[src/hdl/czn_pkg.sv]
// Package of the crop and zoom scaler: widths, register codes, types and defaults.
package czn_pkg;

    // Field widths of the configuration registers.
    localparam int SIZE_W = 9;
    localparam int CROP_W = 12;
    // Remainder of the coordinate accumulator holds values below 16 * size.
    localparam int RES_W  = SIZE_W + 4;
    // Remainder plus increment stays below 32 * size.
    localparam int SUM_W  = RES_W + 1;

    localparam int PIX_PORT_W = 32;
    localparam int CFG_IDX_W  = 2;
    localparam int CFG_DATA_W = 12;

    // Register indexes of the configuration port.
    localparam logic [CFG_IDX_W-1:0] CFG_FRAME_WIDTH  = 2'd0;
    localparam logic [CFG_IDX_W-1:0] CFG_FRAME_HEIGHT = 2'd1;
    localparam logic [CFG_IDX_W-1:0] CFG_CROP_X       = 2'd2;
    localparam logic [CFG_IDX_W-1:0] CFG_CROP_Y       = 2'd3;

    // Register values after reset.
    localparam logic [SIZE_W-1:0] RST_FRAME_WIDTH  = 9'd256;
    localparam logic [SIZE_W-1:0] RST_FRAME_HEIGHT = 9'd256;
    localparam logic [CROP_W-1:0] RST_CROP         = 12'd0;

    // Defaults of the top level parameters.
    localparam int DEF_COL_LIMIT  = 256;
    localparam int DEF_ROW_LIMIT  = 256;
    localparam int DEF_PIXEL_BITS = 32;

    // Sequencer states: normal operation, accumulator load, accumulator replay.
    typedef enum logic [1:0] {
        ST_RUN,
        ST_INIT,
        ST_STEP
    } t_state;

    // Commands to one coordinate accumulator.
    typedef struct packed {
        logic init;
        logic step;
    } t_axis_ctl;

endpackage

[src/hdl/czn_axis.sv]
// Incremental source coordinate accumulator for one axis of the scaler.
module czn_axis #(
    parameter int COORD_W = 8
) (
    input  logic                         i_clk,
    input  logic                         i_rst_n,
    input  logic [czn_pkg::SIZE_W-1:0]   i_size,
    input  logic [czn_pkg::CROP_W-1:0]   i_crop,
    input  czn_pkg::t_axis_ctl           i_ctl,
    output logic [COORD_W-1:0]           o_coord
);

    // The source coordinate of position p is floor((c*n + p*(16n - 2c)) / 16n).
    // The quotient and remainder are carried along and advanced by one position
    // per step, which takes a single add and one compare and subtract.
    logic [COORD_W-1:0]          r_q;
    logic [czn_pkg::RES_W-1:0]   r_r;
    logic [COORD_W-1:0]          n_q;
    logic [czn_pkg::RES_W-1:0]   n_r;

    logic [czn_pkg::SUM_W-1:0]   lim;
    logic [czn_pkg::SUM_W-1:0]   incr;
    logic [czn_pkg::SUM_W-1:0]   sum;
    logic [czn_pkg::RES_W-1:0]   init_r;

    // Divisor 16n and increment 16n - 2c; the increment is meaningless when
    // the visible area is empty, and the coordinate is then not used.
    assign lim    = czn_pkg::SUM_W'({i_size, 4'b0000});
    assign incr   = lim - czn_pkg::SUM_W'({i_crop, 1'b0});
    assign sum    = czn_pkg::SUM_W'(r_r) + incr;
    assign init_r = czn_pkg::RES_W'(i_crop[3:0]) * czn_pkg::RES_W'(i_size);

    // Position zero gives quotient floor(c/16) and remainder (c mod 16) * n.
    always_comb begin
        n_q = r_q;
        n_r = r_r;
        if (i_ctl.init) begin
            n_q = COORD_W'(i_crop[czn_pkg::CROP_W-1:4]);
            n_r = init_r;
        end else if (i_ctl.step) begin
            if (sum >= lim) begin
                n_q = r_q + COORD_W'(1);
                n_r = czn_pkg::RES_W'(sum - lim);
            end else begin
                n_r = czn_pkg::RES_W'(sum);
            end
        end
    end

    // Accumulator registers; reset matches position zero with no crop.
    always_ff @(posedge i_clk) begin
        if (!i_rst_n) begin
            r_q <= '0;
            r_r <= '0;
        end else begin
            r_q <= n_q;
            r_r <= n_r;
        end
    end

    // When the area is visible the quotient stays below the size, so no clamp.
    assign o_coord = r_q;

endmodule

[config.mk]
export PLATFORM = sky130hd
export DESIGN_NAME = czn_axis
export DESIGN_NICKNAME = d
export VERILOG_FILES = /design/src/hdl/czn_pkg.sv /design/src/hdl/czn_axis.sv
export SDC_FILE = /design/constraint.sdc
export NUM_CORES = 1
export LEC_CHECK = 0
export ABC_AREA = 1
export BUFFER_PORTS_ARGS = -buffer_cell sky130_fd_sc_hd__buf_2
export CAP_MARGIN = 5
export CORE_MARGIN = 2
export CORE_UTILIZATION = 45
export CTS_CLUSTER_SIZE = 20
export DETAILED_ROUTE_END_ITERATION = 8
export PLACE_DENSITY_LB_ADDON = 0.3
export SYNTH_ARGS = -nofsm -noshare
export SYNTH_HDL_FRONTEND = slang
export SYNTH_SLANG_ARGS = --single-unit
[constraint.sdc]
create_clock -name i_clk -period 5.16 [get_ports i_clk]
set_clock_uncertainty 0.15 [all_clocks]
set_input_delay 1.032 -clock i_clk [delete_from_list [all_inputs] [get_ports i_clk]]
set_output_delay 1.032 -clock i_clk [all_outputs]
set_load 0.01 [all_outputs]
Yosys cells after proc, flatten, opt, wreduce, memory -nomap -nowiden

Cells that the tools add are included.

Bits in registers: 21
Bits in latches: 0
Memory bits (writable): 0
Memory bits (read-only): 0
Input bits: 25
Word-level logic and storage cells: 17
Memories kept: 0

$add $sub $neg: 4
$mul: 1
Divide/modulo/power cells: 0
$lt $le $gt $ge: 1
Eq/ne operators: 0
Shift operators: 0
Multiplexer cells: 6
Bitwise operators: 0
Reduce and logical (&&, ||, !) cells: 3

Operators with widths:

| kind                                        | count |
|---|---|
| 2-to-1 mux 13 bit                           | 3 |
| 2-to-1 mux 8 bit                            | 3 |
| adder 13 x 14 -> 14 bit                     | 1 |
| >= comparator 14 x 13 -> 1 bit              | 1 |
| subtractor 13 x 13 -> 14 bit                | 1 |
| multiplier 4 x 9 -> 13 bit                  | 1 |
| subtractor 13 bit                           | 1 |
| adder 8 x 1 -> 8 bit, second input constant | 1 |
| nonzero test 2 bit                          | 2 |
| AND reduction 2 bit                         | 1 |

Depth between registers and ports, before layout

Gate-level depths: netlist of run 1.

Depth in word-level cells: 6
Mapped depth: 28
Mapped depth without buffers: 27

Least setup slack after synthesis of run 1

OpenSTA, ideal clock, no wires.

Path type: in2reg
From: input port i_crop[3] (netlist name)
To: register r_q[0], in the netlist o_coord[0]
Arrival: 4.061 ns
Data required time: 4.897 ns
Slack: 0.835 ns
Cell stages on the path: 24
Buffers on the path: 2
Path through: clkbuf_1 -> inv_1 -> fa_1 -> ha_1 -> nand2_1 -> nand3_2 -> nand2_1 -> nand3_1 -> xor2_1 -> inv_1 -> ha_1 -> nand2_1 -> nand2_1 -> a21oi_1 -> nand2_1 -> nand2_1 -> nand2_2 -> inv_4 -> nand3_4 -> buf_6 -> nand2_4 -> nand2_4 -> o21ai_1 -> nor2_1

Longest elaborated chain between the ends: 5

Ends and longest elaborated chain:

| item                           | line           | text |
|---|---|---|
| start, declared                | czn_axis.sv:8  | `input logic [czn_pkg::CROP_W-1:0] i_crop,` |
| subtractor 13 x 13 -> 14 bit   | czn_axis.sv:29 | `assign incr = lim - czn_pkg::SUM_W'({i_crop, 1'b0});` |
| adder 13 x 14 -> 14 bit        | czn_axis.sv:30 | `assign sum = czn_pkg::SUM_W'(r_r) + incr;` |
| >= comparator 14 x 13 -> 1 bit | czn_axis.sv:41 | `if (sum >= lim) begin` |
| nonzero test 2 bit (no line)   | --             |  |
| AND reduction 2 bit (no line)  | --             |  |
| end signal, assigned           | czn_axis.sv:56 | `r_q <= n_q;` |
| end, declared                  | czn_axis.sv:16 | `logic [COORD_W-1:0] r_q;` |

Every way passes these cells.
A chain may end at the register's enable or synchronous reset.

Worst setup path after layout of run 1

From: input port i_size[1] (netlist name)
To: register r_q[7], in the netlist o_coord[7]

Longest elaborated chain between the ends: 5

Ends and longest elaborated chain:

| item                               | line           | text |
|---|---|---|
| start, declared                    | czn_axis.sv:7  | `input logic [czn_pkg::SIZE_W-1:0] i_size,` |
| subtractor 13 x 13 -> 14 bit       | czn_axis.sv:29 |  |
| adder 13 x 14 -> 14 bit            | czn_axis.sv:30 |  |
| >= comparator 14 x 13 -> 1 bit (*) | czn_axis.sv:41 |  |
| nonzero test 2 bit (no line) (*)   | --             |  |
| AND reduction 2 bit (no line) (*)  | --             |  |

Every way passes the cells marked *; elsewhere a longest branch is shown, timed or not.

==> impl_metrics.tcl, run 1 <==
set metrics [dict create \
    track_usage 0.231 \
    htree_levels 1 \
    hold_class "flip-flop to flip-flop" \
    drtAntennaViolNets 0 \
    fp.dieW_um 95.1 \
    clk_path_buf_depth 2 \
    wl_mm 10.2 \
    cts.sinks 21 \
    tns_ps 0 \
    cts_buffers 3 \
    regToRegSetupSlack_ps 1120 \
    cts_setup_buffers 0 \
    grt_remaining_overflow 0 \
    cts-root-buf "clkbuf_8" \
    dp.cells 720 \
    synth.cell_area_sq_um 3730 \
    drc 0 \
    antenna_found_initial 0 \
    final_cell_mix "nand2_1 (163), inv_1 (133), nand3_1 (46)" \
    start_kind "input pin" \
    final_common_cell "nand2_1" \
    viasPerCell 5.02 \
    ys_ff_latch 21 \
    leakage_nw 2.39 \
    drt-initial-drc-count 187 \
    synth_area_leaders "nand2_1 (16%), ha_1 (14%), fa_1 (13%)" \
    p_per_area_nw_per_um2 560 \
    clk_pin_slew_ps 80 \
    vias 3636 \
    seq_area_sq_um 420 \
    grt_max_degree 26 \
    start_util 0.459 \
    area_delta_synth_final_pct 8.05 \
    io_buffers 32 \
    fp.dieH_um 95.1 \
    setup_viol 0 \
    num_io_pins 33 \
    min_period_over_period 0.921 \
    cp.required_ps 5210 \
    slew_viol_final 0 \
    critPathMaxFanout 11 \
    wl_per_cell_um 14.0 \
    synth_cell_type_count 33 \
    post_cts_resized 0 \
    worstMarginPinSlew_ps 732 \
    cts_tree "done" \
    r2r_cells 22 \
    crit_arrival_ps 4800 \
    ys_warn_count 0 \
    end_kind "flip-flop" \
    yosysTopAreaCellShare 0.164 \
    stdcell_count 724 \
    grt_pass1_wl_mm 16.4 \
    clk_latency_ps 260 \
    syn_nets 685 \
    max_freq_ghz 0.210 \
    fp-row-count 33 \
    first_pass_iters 4 \
    syn_inst 593 \
    hold_viol 0 \
    avgSynthCellArea_sq_um 6.29 \
    min_delay_path_depth 2 \
    rsz0062_at_grt "false" \
    vdd_drop_max_uv 349 \
    final_layout_size_suffix_gt1_frac 0.0792 \
    drv_cap 0 \
    synth_seq_area_share 0.113 \
    nets 712 \
    core_area_sq_um 8130 \
    timing_worst_setup_path_type "input pin to flip-flop" \
    min_period_ps 4750 \
    grt_pass1_vias 3466 \
    synth.largest_area_cell "nand2_1" \
    dp_hpwl_mm 8.84 \
    gp_congestion 0.967 \
    max-slew-margin-rel 0.510 \
    fillers 875 \
    num_antenna_cells 0 \
    multi_input_area_sq_um 2750 \
    status "complete, no violations" \
    cts_hold_buf 0 \
    dieArea_sq_um 9040 \
]
[power by group]
group / total, mW / leakage, nW / switching [mW] / internal [mW]
registers: 0.239 / 0.174 / 0.0304 / 0.209
clock network: 0.111 / 0.0255 / 0.0569 / 0.0538
logic: 1.91 / 2.19 / 1.20 / 0.710
[through the flow]
stage | utilization | hold WS [ps] | setup WS, ps | instance area [sq um] | total power [mW]
floorplan | - | 286 | 835 | 3730 | 1.75
global placement | 0.490 | 326 | 236 | 3990 | 2.13
detailed placement | 0.490 | 331 | 148 | 3990 | 2.14
CTS | 0.496 | 344 | 410 | 4030 | 2.26
global route | 0.496 | 381 | 65.3 | 4030 | 2.52
finish | 0.496 | 348 | 408 | 4030 | 2.26
[layout make-up]
class	count	share of cell area
Multi-Input combinational cell	426	0.683
Inverter	134	0.125
Sequential cell	21	0.104
Timing Repair Buffer	34	0.0434
Tap cell	105	0.0326
Clock buffer	3	0.0102
Clock inverter	1	0.00124
[Yosys cell counts]
cell      instances
o21ai_0          21
a211oi_1          1
nor3_1            1
buf_6             1
xor2_1           15
nand3_1          46
a21oi_1          37
o21ai_2           1
nand2_1         163
a21boi_0          2
nand3_4           1
a21o_1            1
ha_1             42
inv_4             1
nand2_4           2
a31oi_1           2
nand4_1           5
nand3b_1          1
xnor2_1           8
inv_1           133
clkbuf_1         11
o21ai_1           2
nor2_2            2
a22oi_1           1
o211ai_1          2
nand3_2           2
dfxtp_1          21
nand2_2           2
fa_1             25
nor2_1           33
nor3b_1           1
o21bai_1          5
o22ai_1           2
[worst paths after layout]
check / startpoint / to
setup / recovery: i_size[1] / o_coord[7]
hold / removal: r_r[0] / r_r[0]
setup reg to reg: r_r[5] / o_coord[7]
hold reg to reg: r_r[0] / r_r[0]
[kinds of logic after synthesis]
| kind of cell | after synthesis | synth area share |
|---|---|---|
| compound gates | 77 | 0.114 |
| buf+inv | 146 | 0.150 |
| xor+xnor | 23 | 0.0540 |
| fa+ha+maj | 67 | 0.275 |
| flops | 21 | 0.113 |
| simple gates | 259 | 0.295 |
[registers in the layout, indices dropped and copies added, names as in the netlist]
| register | cells |
|---|---|
| r_r | 13 |
| o_coord | 8 |
[critical path: stages]
cell     delay [ps]
buf_2           140
inv_1           120
fa_1            560
inv_1            60
ha_1            350
nand2_1         100
nor2_1          150
nand2_1          70
nand3_1          80
xor2_1          280
inv_1            80
ha_1            360
nand2_1         110
nand2_1          70
a21oi_1         130
nand2_1          90
nand2_1          80
nand2_2          60
inv_4           110
nand3_4         170
o21ai_2         370
nand2_1          90
a21oi_1         130
[layer usage]
layer / vias to the layer above / track usage / wire (um)
li1: 1885 / - / -
met5: - / 0 / 0
met4: 0 / 0.0314 / 48
met2: 70 / 0.427 / 5120
met1: 1679 / 0.304 / 4550
met3: 2 / 0.00791 / 442
(Power assumes the default switching activity.)
==> run 2, diff against run 1 <==
--- a/config.mk
+++ b/config.mk
@@ -6,7 +6,7 @@
 export NUM_CORES = 1
 export LEC_CHECK = 0
 export ABC_AREA = 1
-export BUFFER_PORTS_ARGS = -buffer_cell sky130_fd_sc_hd__buf_2
+export BUFFER_PORTS_ARGS = -buffer_cell sky130_fd_sc_hd__clkbuf_2
 export CAP_MARGIN = 5
 export CORE_MARGIN = 2
 export CORE_UTILIZATION = 45
==> run 2 against run 1 <==
  * First-iteration DRC count decreased by 11%
  * Flip-flop and latch count unchanged
  * Via count decreased by 0.52%
  * Total power increased by 0.43%
  * Combinational power about the same
  * Sequential power about the same
  * Register-to-register slack improved by 90 ps
  * Sequential share of layout area about the same
  * Largest power group unchanged
  * Worst hold slack got worse by 10 ps
  * Wire length decreased by 0.94%
  * Global-route usage increased by 0.13 points
==> impl_metrics.tcl, run 2 (synthesis gave the netlist of run 1 again) <==
set metrics [dict create \
    cts_setup_buffers 0 \
    cp_num_buf_inv 5 \
    drv_cap 0 \
    hold_viol 0 \
    setup_viol 0 \
    min_period_ps 4680 \
    start_util 0.459 \
    leakage_nw 2.39 \
    first_pass_iters 4 \
    wl_per_cell_um 13.9 \
    clk_path_buf_depth 2 \
    gr-usage-met1 0.316 \
    grt.busiest_layer "met2" \
    final_common_cell "nand2_1" \
    fin_util 0.495 \
    critPathMaxFanout 11 \
    grt_pass1_wl_mm 16.5 \
    stdcell_count 723 \
    fp.dieH_um 95.1 \
    start_kind "input pin" \
    cts-root-buf "clkbuf_8" \
    crit_arrival_ps 4730 \
    status "complete, no violations" \
    clk_pin_slew_ps 80 \
    drc 0 \
    tns_ps 0 \
    gp_congestion 0.915 \
    regToRegSetupSlack_ps 1210 \
    use_met3 0.00632 \
    cp_slowest_stage_delay_ps 560 \
    crit_family "adder cells" \
    critical-path-slowest-cell "fa_1" \
    num_antenna_cells 0 \
    rsz0062_at_grt "false" \
    grt_max_degree 26 \
    dp.cells 719 \
    antenna_found_initial 0 \
    cts_buffers 3 \
    r2r_start "r_r[7]" \
    fillers 827 \
    area_delta_synth_final_pct 7.84 \
    r2r_end "o_coord[3]" \
    largest_register "r_r" \
    hold_class "flip-flop to flip-flop" \
    dieArea_sq_um 9040 \
    worstMarginPinSlew_ps 650 \
    vias 3617 \
    nets 711 \
    end_kind "flip-flop" \
    post_cts_resized 0 \
    crit_top_cell "nand2_1" \
    drt-initial-drc-count 166 \
    track_usage 0.232 \
    place_ws_ps 196 \
    min_delay_path_depth 2 \
    slew_viol_final 0 \
    timing_worst_setup_path_type "input pin to flip-flop" \
    hold_end "r_r[0]" \
    htree_levels 1 \
    worstHoldStart "r_r[0]" \
    p_per_area_nw_per_um2 564 \
    final_layout_size_suffix_gt1_frac 0.0777 \
    clk_latency_ps 260 \
    wl_mm 10.1 \
    grt_pass1_vias 3464 \
    fp-row-count 33 \
    path_cells "clkbuf_2 -> inv_1 -> fa_1 -> inv_1 -> ha_1 -> nand2_1 -> nor2_1 -> nand2_1 -> nand3_1 -> xor2_1 -> inv_1 -> ha_1 -> nand2_1 -> nand2_1 -> a21oi_1 -> nand2_1 -> nand2_1 -> nand2_2 -> inv_4 -> nand3_4 -> o21ai_2 -> nand2_1 -> a21oi_1" \
    cts_tree "done" \
    io_buffers 32 \
    viasPerCell 5.00 \
    r2r_cells 22 \
    min_period_over_period 0.908 \
    final_cell_mix "nand2_1 (163), inv_1 (133), nand3_1 (46)" \
    core_area_sq_um 8130 \
    drtAntennaViolNets 0 \
    cts_hold_buf 0 \
    dp_hpwl_mm 8.70 \
    num_io_pins 33 \
    max-slew-margin-rel 0.565 \
    max_freq_ghz 0.214 \
    cp.required_ps 5200 \
    cts.sinks 21 \
    vdd_drop_max_uv 367 \
    grt_remaining_overflow 0 \
    largest_reg_flops 13 \
    fp.dieW_um 95.1 \
    finalWorstSetupSlack_ps 477 \
    use_met2 0.411 \
]
==> run 2: changes by cell type in the layout (fill, tap and decap cells not counted) <==
cell	change
buf_2	-32
clkbuf_2	+32
buf_4	-1
==> run 2: how the worst max path moves through the flow <==
stage,slack (ps),from,cells after the start,to
after floorplan,840,i_crop[3],24,o_coord[0]
after global placement,260,i_size[1],23,o_coord[7]
after detailed placement,200,i_size[1],23,o_coord[6]
after CTS,460,i_size[1],23,o_coord[6]
after global routing,120,i_size[1],23,o_coord[3]
final,480,i_size[1],23,o_coord[3]
==> run 2: final cells by class <==
cell class / instances / area (sq um) / area share
clock inverter: 1 / 5.00 / 0.00124
sequential: 21 / 420 / 0.104
clock buffer: 3 / 41.3 / 0.0103
timing repair buffer: 33 / 168 / 0.0417
multi-input combinational: 426 / 2750 / 0.684
inverter: 134 / 505 / 0.126
tap: 105 / 131 / 0.0326
==> run 2: metal layers <==
layer	share of wire	wire (um)	vias up
met1	0.46	4670	1660
li1	-	-	1879
met5	0	0	-
met3	0.035	355	10
met4	0.014	143	0
met2	0.49	4900	68
==> run 2: worst reg2reg max path: cells and delay by family (launching register included) <==
| family | cells | cell delay (ps) |
|---|---|---|
| adders and majority gates | 3 | 1190 |
| and+or+nand+nor | 11 | 1080 |
| AOI/OAI and AO/OA | 3 | 610 |
| DFF | 1 | 320 |
| buffers and inverters | 4 | 280 |
| xor gates and xnor gates | 1 | 240 |
==> run 2: metrics by stage <==
| stage | area, sq um | total power [mW] | hold slack, ps |
|---|---|---|---|
| 6_report | 4030 | 2.27 | 338 |
| 5_1_grt | 4030 | 2.54 | 363 |
| 4_1_cts | 4030 | 2.25 | 334 |
| 3_5_place_dp | 3980 | 2.13 | 322 |
| 3_3_place_gp | 3980 | 2.13 | 317 |
| 2_1_floorplan | 3730 | 1.75 | 286 |
==> run 2: power breakdown <==
part / switching [mW] / internal [mW]
Combinational: 1.21 / 0.711
Sequential: 0.0294 / 0.209
Clock: 0.0582 / 0.0539
==> run 3, diff against run 2 <==
--- a/config.mk
+++ b/config.mk
@@ -9,7 +9,7 @@
 export BUFFER_PORTS_ARGS = -buffer_cell sky130_fd_sc_hd__clkbuf_2
 export CAP_MARGIN = 5
 export CORE_MARGIN = 2
-export CORE_UTILIZATION = 45
+export CORE_UTILIZATION = 55
 export CTS_CLUSTER_SIZE = 20
 export DETAILED_ROUTE_END_ITERATION = 8
 export PLACE_DENSITY_LB_ADDON = 0.3
==> constraint.sdc (replaced) <==
create_clock -name i_clk -period 5.53 [get_ports i_clk]
set_clock_uncertainty 0.15 [all_clocks]
set_input_delay 1.106 -clock i_clk [delete_from_list [all_inputs] [get_ports i_clk]]
set_output_delay 1.106 -clock i_clk [all_outputs]
set_load 0.01 [all_outputs]
==> run 3 against run 2 <==
  * Setup slack better by 220 ps
  * Critical path depth stayed put
  * Die area is 17% lower
  * Global-route usage is 3.9 points higher
  * Final area is 0.96% lower
  * Register-to-register slack better by 290 ps
  * Critical endpoint is now o_coord[7]
==> impl_metrics.tcl, run 3 (synthesis gave the netlist of run 1 again) <==
set metrics [dict create \
    io_buffers 32 \
    viasPerCell 5.30 \
    crit_top_cell "nand2_1" \
    wl_per_cell_um 14.1 \
    p_per_area_nw_per_um2 536 \
    finalPower_mw 2.14 \
    gp_congestion 0.947 \
    tns_ps 0 \
    grt_pass1_wl_mm 16.1 \
    cts_tree "done" \
    leakage_nw 2.38 \
    setup_viol 0 \
    r2r_cells 22 \
    end_kind "flip-flop" \
    critPathMaxFanout 11 \
    wl_mm 9.82 \
    fp-row-count 30 \
    min_period_ps 4830 \
    cts_hold_buf 0 \
    crit_arrival_ps 4870 \
    htree_levels 1 \
    first_pass_iters 4 \
    max-slew-margin-rel 0.588 \
    dieArea_sq_um 7460 \
    rsz0062_at_grt "false" \
    fillers 692 \
    hold_viol 0 \
    vdd_drop_max_uv 408 \
    final_common_cell "nand2_1" \
    start_util 0.559 \
    slew_viol_final 0 \
    hold_class "flip-flop to flip-flop" \
    cts-root-buf "clkbuf_8" \
    cts_setup_buffers 0 \
    cts.sinks 21 \
    drc 0 \
    vias 3693 \
    start_kind "input pin" \
    min_period_over_period 0.873 \
    clk_pin_slew_ps 80 \
    max_freq_ghz 0.207 \
    r2r_end "o_coord[7]" \
    clk_path_buf_depth 2 \
    critical-path-slowest-cell "fa_1" \
    fp.dieW_um 86.4 \
    cts_buffers 3 \
    worstMarginPinSlew_ps 615 \
    timing.hold.ws_ps 344 \
    fp.dieH_um 86.4 \
    antenna_found_initial 0 \
    hold_end "r_r[0]" \
    num_io_pins 33 \
    drv_cap 0 \
    min_delay_path_depth 2 \
    num_antenna_cells 0 \
    area_delta_synth_final_pct 6.81 \
    final_layout_size_suffix_gt1_frac 0.0762 \
    grt_pass1_vias 3611 \
    regToRegSetupSlack_ps 1500 \
    drtAntennaViolNets 0 \
    track_usage 0.271 \
    cp_slowest_stage_delay_ps 550 \
    dp_hpwl_mm 8.40 \
    largest_reg_flops 13 \
    post_cts_resized 0 \
    status "complete, no violations" \
    nets 710 \
    largest_register "r_r" \
    path_cells "clkbuf_2 -> inv_1 -> fa_1 -> inv_1 -> ha_1 -> nand2_1 -> nor2_1 -> nand2_1 -> nand3_1 -> xor2_1 -> inv_1 -> ha_1 -> nand2_1 -> nand2_1 -> a21oi_1 -> nand2_1 -> nand2_1 -> nand2_2 -> inv_4 -> nand3_4 -> o21ai_2 -> nand2_1 -> a21oi_1" \
    r2r_start "r_r[5]" \
    clk_latency_ps 270 \
    worstHoldStart "r_r[0]" \
    grt_max_degree 26 \
    final_cell_mix "nand2_1 (163), inv_1 (133), nand3_1 (46)" \
    timing_worst_setup_path_type "input pin to flip-flop" \
    cp.required_ps 5570 \
    drt-initial-drc-count 220 \
    grt_remaining_overflow 0 \
    core_area_sq_um 6680 \
]
## run 3: changes by cell type in the layout (fill, tap and decap cells not counted)
cell   previous run  this run
buf_4             1         0
## run 3: cell type report
type                    instances  area (sq um)  area share
clock buffers                   3          41.3      0.0104
multi-input cells             426          2750       0.691
clock inverters                 1          5.00     0.00126
well taps                      80           100      0.0251
flip-flops and latches         21           420       0.105
inverters                     134           505       0.127
repair buffers                 32           160      0.0402
## run 3: critical path: cells and delay by family
family / cells / cell delay, ps
adder cells (fa/ha/maj): 3 / 1250
AND/OR/NAND/NOR: 11 / 1090
AO/OA/AOI/OAI: 3 / 640
buffers and inverters: 5 / 500
XOR/XNOR: 1 / 260
## run 3: layer usage
metal | track usage | vias up | part of all wire
met5 | 0 | - | 0
met1 | 0.342 | 1701 | 0.45
met4 | 0.109 | 0 | 0.033
met2 | 0.479 | 81 | 0.48
met3 | 0.0181 | 25 | 0.040
li1 | - | 1886 | -
## run 3: through the flow
step / cells / instance area (sq um) / util / setup slack [ps]
after detailed placement: 693 / 3940 / 0.590 / 471
final: 697 / 3990 / 0.597 / 700
after floorplan: 593 / 3730 / - / 1130
after global routing: 697 / 3990 / 0.597 / 461
after global placement: 693 / 3940 / 0.590 / 597
after CTS: 697 / 3990 / 0.597 / 747
## run 3: worst max-delay path by stage
stage | from | endpoint | slack (ps) | depth (start not counted)
2_1_floorplan | i_crop[3] | o_coord[0] | 1130 | 24
3_3_place_gp | i_size[1] | o_coord[6] | 600 | 23
3_5_place_dp | i_size[1] | o_coord[7] | 470 | 23
4_1_cts | i_size[1] | o_coord[7] | 750 | 23
5_1_grt | i_size[1] | o_coord[4] | 460 | 23
6_report | i_size[1] | o_coord[7] | 700 | 23
## run 3: report_power, final
group          leakage [nW]  switching [mW]  total (mW)  internal, mW
clock network        0.0255          0.0531       0.103        0.0503
registers             0.174          0.0312       0.226         0.195
logic                  2.18            1.15        1.81         0.660
